## src/rtl/core/lpht_pkg.sv

```systemverilog
// Package for the linear-probing hash table: field widths, operation and status codes,
// the input, result and table-entry structs, and the controller/datapath interface structs.
// Has no dependencies; the other rtl/core files but lpht_ram refer to it by scoped names.
package lpht_pkg;

    // Field widths fixed by the interface.
    localparam int KEY_W    = 31;
    localparam int PAY_W    = 31;
    localparam int OP_W     = 2;
    localparam int STATUS_W = 2;
    localparam int SLOT_W   = 4;
    localparam int ENTRY_W  = 1 + KEY_W + PAY_W;

    // Step counter of the two-stage remainder unit: multiply, then correct the low bits.
    localparam int HCNT_W = 1;
    localparam logic [HCNT_W-1:0] HCNT_INIT = 1'b1;

    typedef logic [KEY_W-1:0]    key_t;
    typedef logic [PAY_W-1:0]    pay_t;
    typedef logic [OP_W-1:0]     op_t;
    typedef logic [STATUS_W-1:0] status_t;
    typedef logic [SLOT_W-1:0]   slot_t;

    // Operation codes.
    localparam op_t OP_INSERT = 2'd0;
    localparam op_t OP_DELETE = 2'd1;
    localparam op_t OP_SEARCH = 2'd2;

    // Result status codes.
    localparam status_t ST_OK   = 2'd0;
    localparam status_t ST_MISS = 2'd1;
    localparam status_t ST_FULL = 2'd2;

    typedef struct packed {
        op_t  opcode;
        key_t key;
        pay_t payload;
    } lpht_in_t;

    typedef struct packed {
        status_t status;
        slot_t   slot;
        pay_t    found_payload;
    } lpht_out_t;

    // One table slot as it is held in memory.
    typedef struct packed {
        logic valid;
        key_t key;
        pay_t payload;
    } lpht_entry_t;

    // Commands from the controller to the datapath.
    typedef struct packed {
        logic load;
        logic hash_step;
        logic scan_start;
        logic scan_step;
        logic capture;
        logic clear_step;
        logic out_load;
    } lpht_cmd_t;

    // Status from the datapath to the controller.
    typedef struct packed {
        logic in_insert;
        logic hash_last;
        logic op_bad;
        logic scan_hit;
        logic scan_end;
        logic clear_last;
        logic out_free;
    } lpht_sts_t;

endpackage

```

## src/rtl/core/lpht_ram.sv

```systemverilog
// Generic simple dual-port RAM: one write port and one read port with registered read data.
// Has no dependencies.
module lpht_ram #(
    parameter int WIDTH = 8,
    parameter int DEPTH = 16,
    localparam int ADDR_W = (DEPTH > 1) ? $clog2(DEPTH) : 1
) (
    input  logic              aclk,
    input  logic              we,
    input  logic [ADDR_W-1:0] waddr,
    input  logic [WIDTH-1:0]  wdata,
    input  logic [ADDR_W-1:0] raddr,
    output logic [WIDTH-1:0]  rdata
);

    logic [WIDTH-1:0] mem_reg [DEPTH];
    logic [WIDTH-1:0] rdata_reg;

    // Write port and registered read port.
    always_ff @(posedge aclk) begin
        if (we) begin
            mem_reg[waddr] <= wdata;
        end
        rdata_reg <= mem_reg[raddr];
    end

    assign rdata = rdata_reg;

endmodule

```

## src/rtl/core/lpht_ctrl.sv

```systemverilog
// Controller state machine of the hash table: sequences clearing, hashing, slot scanning
// and result hand-off. Depends on lpht_pkg for the command and status structs.
module lpht_ctrl (
    input  logic                 aclk,
    input  logic                 aresetn,
    input  logic                 s_valid,
    output logic                 s_ready,
    output lpht_pkg::lpht_cmd_t  cmd,
    input  lpht_pkg::lpht_sts_t  sts
);

    typedef enum logic [2:0] {
        CLEAR,
        IDLE,
        HASH,
        PREP,
        SCAN,
        FINISH
    } state_t;

    state_t state_reg, state_next;
    logic   s_ready_reg;

    // Next state and the commands issued in each state.
    always_comb begin
        state_next = state_reg;
        cmd        = '0;
        unique case (state_reg)
            CLEAR: begin
                cmd.clear_step = 1'b1;
                if (sts.clear_last) begin
                    state_next = IDLE;
                end
            end
            IDLE: begin
                if (s_valid && s_ready_reg) begin
                    cmd.load   = 1'b1;
                    state_next = sts.in_insert ? HASH : PREP;
                end
            end
            HASH: begin
                cmd.hash_step = 1'b1;
                if (sts.hash_last) begin
                    state_next = PREP;
                end
            end
            PREP: begin
                cmd.scan_start = 1'b1;
                if (sts.op_bad) begin
                    cmd.capture = 1'b1;
                    state_next  = FINISH;
                end else begin
                    state_next = SCAN;
                end
            end
            SCAN: begin
                cmd.scan_step = 1'b1;
                if (sts.scan_hit || sts.scan_end) begin
                    cmd.capture = 1'b1;
                    state_next  = FINISH;
                end
            end
            FINISH: begin
                if (sts.out_free) begin
                    cmd.out_load = 1'b1;
                    state_next   = IDLE;
                end
            end
            default: begin
                state_next = CLEAR;
            end
        endcase
    end

    // State register and the registered ready output.
    always_ff @(posedge aclk) begin
        if (!aresetn) begin
            state_reg   <= CLEAR;
            s_ready_reg <= 1'b0;
        end else begin
            state_reg   <= state_next;
            s_ready_reg <= (state_next == IDLE);
        end
    end

    assign s_ready = s_ready_reg;

endmodule

```

## src/rtl/core/lpht_dp.sv

```systemverilog
// Datapath of the hash table: item registers, reciprocal remainder unit, slot memory with its
// scan pipeline, result capture and the output register. Depends on lpht_pkg and lpht_ram.
module lpht_dp #(
    parameter int TABLE_SIZE = 16
) (
    input  logic                 aclk,
    input  logic                 aresetn,
    input  lpht_pkg::lpht_cmd_t  cmd,
    output lpht_pkg::lpht_sts_t  sts,
    input  lpht_pkg::lpht_in_t   s_data,
    output lpht_pkg::lpht_out_t  m_data,
    output logic                 m_valid,
    input  logic                 m_ready
);

    localparam int IDX_W = $clog2(TABLE_SIZE);
    localparam int CNT_W = $clog2(TABLE_SIZE + 1);
    localparam logic [IDX_W-1:0] LAST_IDX = IDX_W'(TABLE_SIZE - 1);
    localparam logic [CNT_W-1:0] CNT_FULL = CNT_W'(TABLE_SIZE);

    // Scaled reciprocal of the table size; the shift makes the quotient exact for any key.
    localparam int PROD_W     = lpht_pkg::KEY_W + 32;
    localparam int HASH_SHIFT = lpht_pkg::KEY_W + IDX_W;
    localparam longint unsigned MAGIC_FULL =
        ((64'd1 << HASH_SHIFT) + 64'(TABLE_SIZE) - 64'd1) / 64'(TABLE_SIZE);
    localparam logic [31:0]      HASH_MAGIC = 32'(MAGIC_FULL);
    localparam logic [IDX_W-1:0] SIZE_LOW   = IDX_W'(TABLE_SIZE);

    // Item registers.
    lpht_pkg::op_t  op_reg;
    lpht_pkg::key_t key_reg;
    lpht_pkg::pay_t pay_reg;

    // Remainder unit.
    logic [PROD_W-1:0]           prod_reg;
    logic [IDX_W-1:0]            rem_reg;
    logic [lpht_pkg::HCNT_W-1:0] hcnt_reg;
    logic [IDX_W-1:0]            quo_low;
    logic [IDX_W-1:0]            rem_next;

    // Scan pipeline.
    logic [IDX_W-1:0] rd_addr_reg;
    logic [IDX_W-1:0] addr_inc;
    logic [CNT_W-1:0] issue_cnt_reg;
    logic             chk_valid_reg;
    logic [IDX_W-1:0] chk_addr_reg;
    logic             issue_more;

    // Memory ports.
    logic                         ram_we;
    logic [IDX_W-1:0]             ram_waddr;
    logic [lpht_pkg::ENTRY_W-1:0] ram_wdata;
    logic [lpht_pkg::ENTRY_W-1:0] ram_rdata;
    lpht_pkg::lpht_entry_t        rd_entry;
    lpht_pkg::lpht_entry_t        wr_entry;

    // Decode and result.
    logic                 op_insert;
    logic                 op_delete;
    logic                 op_search;
    logic                 op_bad;
    logic                 slot_hit;
    lpht_pkg::lpht_out_t  res_reg;
    lpht_pkg::lpht_out_t  res_next;
    lpht_pkg::lpht_out_t  out_reg;
    logic                 m_valid_reg;

    lpht_ram #(
        .WIDTH (lpht_pkg::ENTRY_W),
        .DEPTH (TABLE_SIZE)
    ) u_slots (
        .aclk  (aclk),
        .we    (ram_we),
        .waddr (ram_waddr),
        .wdata (ram_wdata),
        .raddr (rd_addr_reg),
        .rdata (ram_rdata)
    );

    // Operation decode from the held item.
    assign op_insert = (op_reg == lpht_pkg::OP_INSERT);
    assign op_delete = (op_reg == lpht_pkg::OP_DELETE);
    assign op_search = (op_reg == lpht_pkg::OP_SEARCH);
    assign op_bad    = !(op_insert || op_delete || op_search);

    // The remainder is below the table size, so only the low bits of key - q * size matter.
    assign quo_low  = prod_reg[HASH_SHIFT +: IDX_W];
    assign rem_next = key_reg[IDX_W-1:0] - IDX_W'(quo_low * SIZE_LOW);

    // Item capture; the first hash step forms the product, the second the remainder.
    always_ff @(posedge aclk) begin
        if (cmd.load) begin
            op_reg   <= s_data.opcode;
            key_reg  <= s_data.key;
            pay_reg  <= s_data.payload;
            rem_reg  <= '0;
            hcnt_reg <= lpht_pkg::HCNT_INIT;
        end else if (cmd.hash_step) begin
            prod_reg <= PROD_W'(key_reg) * PROD_W'(HASH_MAGIC);
            rem_reg  <= rem_next;
            hcnt_reg <= hcnt_reg - 1'b1;
        end
    end

    // Slot address walk, wrapping past the last slot.
    assign addr_inc   = (rd_addr_reg == LAST_IDX) ? '0 : rd_addr_reg + 1'b1;
    assign issue_more = (issue_cnt_reg != CNT_FULL);

    always_ff @(posedge aclk) begin
        if (!aresetn) begin
            rd_addr_reg   <= '0;
            issue_cnt_reg <= '0;
            chk_valid_reg <= 1'b0;
        end else begin
            chk_valid_reg <= cmd.scan_step && issue_more;
            if (cmd.scan_start) begin
                rd_addr_reg   <= op_insert ? rem_reg : '0;
                issue_cnt_reg <= '0;
            end else if (cmd.clear_step) begin
                rd_addr_reg <= addr_inc;
            end else if (cmd.scan_step && issue_more) begin
                rd_addr_reg   <= addr_inc;
                issue_cnt_reg <= issue_cnt_reg + 1'b1;
            end
        end
    end

    // Address of the slot whose data arrives from memory in the next cycle.
    always_ff @(posedge aclk) begin
        if (cmd.scan_step && issue_more) begin
            chk_addr_reg <= rd_addr_reg;
        end
    end

    // Slot check: a free slot for insert, a valid matching key for delete and search.
    assign rd_entry = lpht_pkg::lpht_entry_t'(ram_rdata);
    assign slot_hit = chk_valid_reg && !op_bad &&
                      (op_insert ? !rd_entry.valid
                                 : (rd_entry.valid && (rd_entry.key == key_reg)));

    // Memory writes: the clearing pass after reset, an insert, or a delete.
    always_comb begin
        ram_we    = 1'b0;
        ram_waddr = chk_addr_reg;
        wr_entry  = '0;
        if (cmd.clear_step) begin
            ram_we    = 1'b1;
            ram_waddr = rd_addr_reg;
        end else if (cmd.capture && slot_hit && !op_search) begin
            ram_we           = 1'b1;
            wr_entry.valid   = op_insert;
            wr_entry.key     = op_insert ? key_reg : '0;
            wr_entry.payload = op_insert ? pay_reg : '0;
        end
    end

    assign ram_wdata = wr_entry;

    // Result of the finished operation.
    always_comb begin
        res_next               = '0;
        res_next.status        = lpht_pkg::ST_MISS;
        if (slot_hit) begin
            res_next.status        = lpht_pkg::ST_OK;
            res_next.slot          = lpht_pkg::slot_t'(chk_addr_reg);
            res_next.found_payload = op_search ? rd_entry.payload : '0;
        end else if (op_insert) begin
            res_next.status = lpht_pkg::ST_FULL;
        end
    end

    always_ff @(posedge aclk) begin
        if (cmd.capture) begin
            res_reg <= res_next;
        end
        if (cmd.out_load) begin
            out_reg <= res_reg;
        end
    end

    // Output valid flag: set on load, cleared once the transfer completes.
    always_ff @(posedge aclk) begin
        if (!aresetn) begin
            m_valid_reg <= 1'b0;
        end else if (cmd.out_load) begin
            m_valid_reg <= 1'b1;
        end else if (m_ready) begin
            m_valid_reg <= 1'b0;
        end
    end

    assign m_data  = out_reg;
    assign m_valid = m_valid_reg;

    // Status to the controller.
    assign sts.in_insert  = (s_data.opcode == lpht_pkg::OP_INSERT);
    assign sts.hash_last  = (hcnt_reg == '0);
    assign sts.op_bad     = op_bad;
    assign sts.scan_hit   = slot_hit;
    assign sts.scan_end   = chk_valid_reg && !issue_more;
    assign sts.clear_last = (rd_addr_reg == LAST_IDX);
    assign sts.out_free   = !m_valid_reg || m_ready;

endmodule

```

## src/rtl/core/linear_probe_hash_table.sv

```systemverilog
// Linear-probing hash table: TABLE_SIZE slots of key and payload with insert, delete and search.
// Instantiates lpht_ctrl and lpht_dp; types and codes come from lpht_pkg.
//
// Usage:
//   s_valid/s_ready/s_data carry one operation per transfer (opcode, key, payload).
//   m_valid/m_ready/m_data return exactly one result per operation (status, slot,
//   found_payload), in order.
//   Insert first reduces the key modulo TABLE_SIZE by a multiplication with a scaled
//   reciprocal and a correction of the low bits, then probes from the home slot
//   forward, one slot per cycle through the slot memory's registered read port.
//   Delete and search scan from slot 0.
//   Insert, delete and search examine 1 to TABLE_SIZE slots; an undefined opcode
//   skips the scan. s_ready rises at the same edge as m_valid, so one operation
//   is in work at a time.
//   After reset a clearing pass writes every slot empty, with s_ready low throughout.
//   The result waits in an output register; the block may take the next operation
//   while it waits, but holds that operation's result until the register is free.
module linear_probe_hash_table #(
    parameter int TABLE_SIZE = 16
) (
    input  logic                 aclk,
    input  logic                 aresetn,
    input  logic                 s_valid,
    output logic                 s_ready,
    input  lpht_pkg::lpht_in_t   s_data,
    output logic                 m_valid,
    input  logic                 m_ready,
    output lpht_pkg::lpht_out_t  m_data
);

    lpht_pkg::lpht_cmd_t cmd;
    lpht_pkg::lpht_sts_t sts;

    // Sequencer.
    lpht_ctrl u_ctrl (
        .aclk    (aclk),
        .aresetn (aresetn),
        .s_valid (s_valid),
        .s_ready (s_ready),
        .cmd     (cmd),
        .sts     (sts)
    );

    // Slot memory, remainder unit and result registers.
    lpht_dp #(
        .TABLE_SIZE (TABLE_SIZE)
    ) u_dp (
        .aclk    (aclk),
        .aresetn (aresetn),
        .cmd     (cmd),
        .sts     (sts),
        .s_data  (s_data),
        .m_data  (m_data),
        .m_valid (m_valid),
        .m_ready (m_ready)
    );

endmodule

```

## config.mk

```make
export PLATFORM = sky130hd
export DESIGN_NAME = linear_probe_hash_table
export DESIGN_NICKNAME = d
export VERILOG_FILES = /design/src/rtl/core/lpht_pkg.sv /design/src/rtl/core/lpht_ram.sv /design/src/rtl/core/lpht_ctrl.sv /design/src/rtl/core/lpht_dp.sv /design/src/rtl/core/linear_probe_hash_table.sv
export SDC_FILE = /design/constraint.sdc
export NUM_CORES = 1
export LEC_CHECK = 0
export ABC_AREA = 1
export BUFFER_PORTS_ARGS = -buffer_cell sky130_fd_sc_hd__buf_2
export CELL_PAD_IN_SITES_DETAIL_PLACEMENT = 0
export CELL_PAD_IN_SITES_GLOBAL_PLACEMENT = 1
export CORE_ASPECT_RATIO = 0.8
export CORE_MARGIN = 2
export CORE_UTILIZATION = 56
export DETAILED_ROUTE_END_ITERATION = 12
export PLACE_DENSITY = 0.88
export SYNTH_ARGS = -nofsm -noshare
export SYNTH_HDL_FRONTEND = slang
export SYNTH_SLANG_ARGS = --single-unit
```

## constraint.sdc

```tcl
create_clock -name aclk -period 15.8 [get_ports aclk]
set_input_delay 2.37 -clock aclk [delete_from_list [all_inputs] [get_ports aclk]]
set_output_delay 2.37 -clock aclk [all_outputs]
set_load 0.01 [all_outputs]
```

# After elaboration in Yosys (flattened, before gate mapping)
# Memories as Yosys holds them, arrays and structs flattened. A register that Yosys moved wholly into a read port is not among the register bits.
# Index checks and enable logic that the tools add are counted.
[totals]
wordCells = 96
latchBits = 0
memories = 1
regBits = 162
rom_bits = 0
ram_bits = 1008
[memory_table]
columns = ["memory", "words", "width", "rd", "rd_ports_with_merged_regs", "wr", "line_no", "rtl"]
rows = [
  ["u_dp.u_slots.mem_reg", 16, 63, 1, 1, 1, "lpht_ram.sv:16", "logic [WIDTH-1:0] mem_reg [DEPTH];"],
]
[classes]
n_div = 0
addsub = 3
mux = 37
reduce_logical = 24
n_eq_ne = 11
bitwise_logic = 2
n_mul = 0
shifts = 0
order_cmp = 0
[op_table]
columns = ["operator", "n"]
rows = [
  ["2-to-1 mux 63 bit", 2],
  ["2-to-1 mux 31 bit", 2],
  ["equality test 31 bit", 1],
  ["2-to-1 mux 4 bit", 6],
  ["2-to-1 mux 1 bit", 19],
  ["one-hot mux 3 bit (6 select lines)", 1],
  ["2-to-1 mux 3 bit", 5],
  ["logical AND 1 bit", 8],
  ["equality test 3 x 1 -> 1 bit, second input constant", 2],
  ["equality test 3 x 2 -> 1 bit, second input constant", 2],
  ["equality test 3 bit, second input constant", 2],
  ["adder 5 x 1 -> 5 bit, second input constant", 1],
  ["inequality test 5 bit, second input constant", 1],
  ["adder 4 x 1 -> 4 bit, second input constant", 1],
  ["equality test 4 bit, second input constant", 1],
  ["zero test 1 bit", 4],
  ["zero test 2 bit", 2],
  ["logical OR 1 bit", 4],
  ["AND reduction 2 bit", 2],
  ["zero test 3 bit", 1],
  ["nonzero test 3 bit", 1],
  ["equality test 2 x 1 -> 1 bit, second input constant", 1],
  ["equality test 2 bit, second input constant", 1],
  ["2-to-1 mux 2 bit", 1],
  ["5 further kinds", 6],
]

# Longest topological paths before layout
[logic_depth]
depth_word = 14
ltp_mapped = 17
ltp_nobuf = 16

# Cells and area by module
# Synthesis repeated with hierarchy kept, for this count alone.
[unflattened]
cells_unflattened = 4840
area_unflattened_um2 = 51519.4
[by_module_without_submodules]
columns = ["mod", "seq_area_each_um2", "cells_each", "instances", "area_per_inst_um2"]
rows = [
  ["lpht_ram", 31530.2, 4143, 1, 44441.4],
  ["lpht_dp", 4584.4, 650, 1, 6767.7],
  ["lpht_ctrl", 80.1, 47, 1, 310.3],
]

# Worst setup path before layout
# No wires, ideal clock.
[synth_path]
kind = "input -> register"
from = "input s_valid"
to = "register u_dp.rem_reg[0]"
arrival_time_ps = 5693
setup_slack_ps = 9986
cell_stages = 5
cell_sequence = "nand2_1 -> nor2_1 -> inv_1 -> o21ai_0 -> a21oi_1"
[synth_rtl]
columns = ["element", "line_no", "rtl"]
rows = [
  ["from (decl)", "linear_probe_hash_table.sv:23", "input logic s_valid,"],
  ["to (signal assigned)", "lpht_dp.sv:100", "rem_reg <= rem_next;"],
  ["to (decl)", "lpht_dp.sv:36", "logic [IDX_W-1:0] rem_reg;"],
]

# Worst setup path in the final report
[layout_path]
from = "register u_dp.key_reg[7]"
to = "memory u_dp.u_slots.mem_reg[5][27] in the netlist's numbering, enable pin"
[layout_via]
elab_chain_cells = 13
[layout_lines]
columns = ["element", "line_no", "rtl"]
rows = [
  ["from (decl)", "lpht_dp.sv:31", "lpht_pkg::key_t key_reg;"],
  ["from (signal assigned)", "lpht_dp.sv:94", "key_reg <= s_data.key;"],
  ["equality test 31 bit *", "lpht_dp.sv:139", ": (rd_entry.valid && (rd_entry.key == key_reg)));"],
  ["logical AND 1 bit *", "lpht_dp.sv:139", ""],
  ["2-to-1 mux 1 bit *", "lpht_dp.sv:138", "(op_insert ? !rd_entry.valid"],
  ["logical AND 1 bit *", "lpht_dp.sv:137", "assign slot_hit = chk_valid_reg && !op_bad &&"],
  ["logical OR 1 bit", "lpht_ctrl.sv:58", "if (sts.scan_hit || sts.scan_end) begin"],
  ["2-to-1 mux 1 bit", "lpht_ctrl.sv:58", ""],
  ["one-hot mux 1 bit (2 select lines)", "lpht_ctrl.sv:28", "unique case (state_reg)"],
  ["logical AND 1 bit * (2 in series)", "lpht_dp.sv:149", "end else if (cmd.capture && slot_hit && !op_search) begin"],
  ["2-to-1 mux 1 bit *", "lpht_dp.sv:149", ""],
  ["2-to-1 mux 1 bit *", "lpht_dp.sv:146", "if (cmd.clear_step) begin"],
  ["2-to-1 mux 1 bit *", "lpht_ram.sv:21", "if (we) begin"],
  ["2-to-1 mux 1 bit (not written as such) *", "lpht_ram.sv:22", "mem_reg[waddr] <= wdata;"],
  ["to (decl)", "lpht_ram.sv:16", ""],
]
# Every way passes the cells marked *; elsewhere a longest branch is shown, timed or not.

==> flow_summary.toml <==
[finish]
fill_cell_count = 5999
multi_input_comb_area_um2 = 9230
final_core_util_pct = 63.0
instances_no_fill = 4721
final_layout_size_suffix_gt1_share_pct = 10.1
largest_reg_flops = 1008
syn2layout_area_growth_pct = 11.2
design.final.nets = 3589
antenna_cells = 0
register_area_um2 = 36200

[detailed_routing]
dr.pass1.iters = 5
drcViolationCount = 0
wl_per_cell_um = 24.2
drt_wl_total_um = 114000
ant_nets = 0
viasPerCell = 6.08
dr_total_vias = 28700
first_iter_violations = 4215

[critical_path]
critPathTopFamily = "simple AND/OR/NAND/NOR gates"
worst-endpoint-arrival_ns = 5.36
cp.required_ns = 16.10
cp-start-kind = "register"
timing.critical_path.buf_inv = 1
crit_path_top_delay_cell = "a21oi_4"
cpMostUsedCell = "nand2_4"
critPathMaxStageDelay_ns = 1.02
endpoint_kind = "register"
criticalPathCategory = "reg -> reg"
critical_path.max_fanout = 42
cells_traversed_along_the_worst_timing_path = "xnor2_1 > nand2_1 > nor2_1 > nand2_1 > nor2_1 > nand2_1 > nand2_2 > nand2_4 > nand2_4 > nand2_4 > nand2_4 > nand2_4 > a21oi_4 > buf_4"

[timing]
timing.clock.skew_ns = 0.0268
hold_violations = 0
maxSlewHeadroom_pct = 21.1
timing.final.max_slew_violations = 0
worst_pin_slew_ns = 1.18
post-route-period-util_pct = 32.0
grt_setup_unrepaired = "no"
achievable-frequency_mhz = 198
setup_viol_count_final = 0
fin_ws_ns = 10.74
totalNegativeSetupSlack_ns = 0
layout_min_cycle_time_ns = 5.06

[yosys]
ys_ff_latch = 1233
yosysWarnings = 0
syn-mean-instance-area_um2 = 13.5
postSynthCellCount = 3461
synth.net_count = 3532
yosysSeqAreaShare_pct = 77.6
yosysUniqueCellTypes = 35
netlist_area_um2 = 46600

[global_route]
groute.usage.overall_pct = 26.4
first_global_vias = 26500
grt_pass1_wl_um = 169000
grt_antenna_before_repair = 3
grt_overflow = 0
grt_max_degree = 202

[power_and_ir_drop]
powerDensity_nw_per_um2 = 129
vdd.ir_drop.worst_mv = 0.0775
design_power_total_uw = 6700
static_leak_uw = 0.0176

[placement]
total_of_buffers_placed_on_input_and_output_ports = 106
detailedPlace.worstSlack_ns = 10.79
place_congestion = 0.819
placed_cells = 4508
half_perimeter_wire_length_after_detailed_placement_um = 59100

[clock_network]
ctsLongestPathBuffers = 3
clk_transition_reported_paths_ns = 0.06
htree_depth = 3
post_cts_resized = 0
tritoncts.num_buffers = 112
number_of_sinks_on_the_clock_net = 1233
worstSkewPairLatency_ns = 0.69
cts_hold_repair.buffers = 0
tritoncts = "built"
post_cts_buffers = 0
clock-root-buffer = "clkbuf_16"

[die]
core_area_um2 = 82300
std_cell_rows = 94
chipHeight_um = 262
die-area_um2 = 85600
pin_count = 107
initial_core_util_pct = 56.7
chipWidth_um = 327

[run_status]
outcome = "finished, final reports clean"

[run]
timing.max_cap.violations = 0

[hold_path]
hold_class = "reg -> reg"
==> power by group <==
group / leakage, uW / internal, uW / switching, uW / total, uW
Sequential: 0.0109 / 3620 / 38.6 / 3660
Combinational: 0.00494 / 106 / 281 / 387
Clock: 0.00178 / 1500 / 1160 / 2660
==> stage by stage <==
| step | area, um2 | hold WS [ns] |
|---|---|---|
| final | 51900 | 0.407 |
| after global placement | 48200 | 0.401 |
| after CTS | 51900 | 0.408 |
| after floorplan | 46600 | 0.400 |
| after global routing | 51900 | 0.424 |
| after detailed placement | 48200 | 0.405 |
==> layer usage <==
| metal | routed length [um] | track usage, % |
|---|---|---|
| met1 | 48100 | 40.2 |
| met2 | 51700 | 40.3 |
| met3 | 12100 | 3.99 |
| met4 | 2300 | 6.94 |
| met5 | 0 | 0 |
==> cell families (layout without fill, tap and decap cells) <==
logic type               Yosys count  in the layout  share of synthesized area, %
adder cells (fa/ha/maj)            3              3                        0.0805
AND/OR/NAND/NOR                 1133           1133                          9.84
buffers and inverters            343            499                          2.97
flip-flops                      1233           1233                          77.6
XOR/XNOR                           8              8                         0.150
AO/OA/AOI/OAI                    741            741                          9.35
==> synth_stat cells (all sizes together) <==
cell type	number	share of area, %
nor2	394	3.2
ha	3	0.080
xnor2	7	0.13
inv	131	1.1
buf	53	0.63
a211oi	3	0.048
o21ai	342	3.7
nand2	580	4.8
a32oi	1	0.019
nand4	49	0.66
clkinv	2	0.016
o221ai	48	0.90
o211ai	1	0.016
dfxtp	83	3.6
a221oi	81	1.5
o21a	1	0.016
a21oi	183	2.1
o22ai	81	1.1
nor3	7	0.086
xor2	1	0.019
edfxtp	1150	74
nand3	103	1.1
clkbuf	157	1.3
==> worst paths after layout <==
check | to | slack (ns) | start | depth (start not counted)
setup / recovery | u_dp.u_slots.mem_reg[5][27]$_DFFE_PP_ | 10.74 | u_dp.key_reg[7]$_DFFE_PP_ | 14
hold / removal | u_dp.m_data[17]$_DFFE_PP_ | 0.41 | u_dp.res_reg[17]$_SDFFCE_PN0N_ | 0
setup reg to reg | u_dp.u_slots.mem_reg[5][27]$_DFFE_PP_ | 10.74 | u_dp.key_reg[7]$_DFFE_PP_ | 14
hold reg to reg | u_dp.m_data[17]$_DFFE_PP_ | 0.41 | u_dp.res_reg[17]$_SDFFCE_PN0N_ | 0
==> area by class of cell <==
type,instances,share of cell area [%]
sequential,1233,69.8
multi-input combinational,1885,17.8
clock buffer,159,6.12
tap,1104,2.66
timing repair buffer,153,1.73
inverter,133,0.989
clock inverter,54,0.900
==> cell usage in the layout (no fill, tap or decap), types with 4 or more instances in the layout <==
cell,synthesis,routed
o221ai_1,48,48
clkbuf_1,157,30
a21oi_4,1,16
edfxtp_1,1150,1150
nand2_4,5,6
a221oi_1,81,81
nand4_1,49,49
xnor2_1,7,7
clkbuf_8,0,15
inv_1,125,122
dfxtp_1,83,79
o22ai_1,81,81
inv_2,6,6
nand3_1,102,101
o21ai_0,340,340
clkbuf_16,0,114
clkinv_1,2,19
dfxtp_4,0,4
nand2_1,574,572
a21oi_1,171,167
nor2_1,390,388
clkinvlp_4,0,4
nor2_4,2,5
clkinv_2,0,21
bufinv_16,0,6
buf_2,35,106
buf_4,0,46
nor3_1,6,5
==> worst reg2reg max path, cell delays in order, from the launching register on <==
cell,delay [ns]
edfxtp_1,0.43
xnor2_1,0.18
nand2_1,0.06
nor2_1,0.21
nand2_1,0.08
nor2_1,0.10
nand2_1,0.16
nand2_2,0.16
nand2_4,0.10
nand2_4,0.08
nand2_4,0.05
nand2_4,0.56
nand2_4,0.58
a21oi_4,1.06
buf_4,0.81
Power figures use the tool's default switching activity.
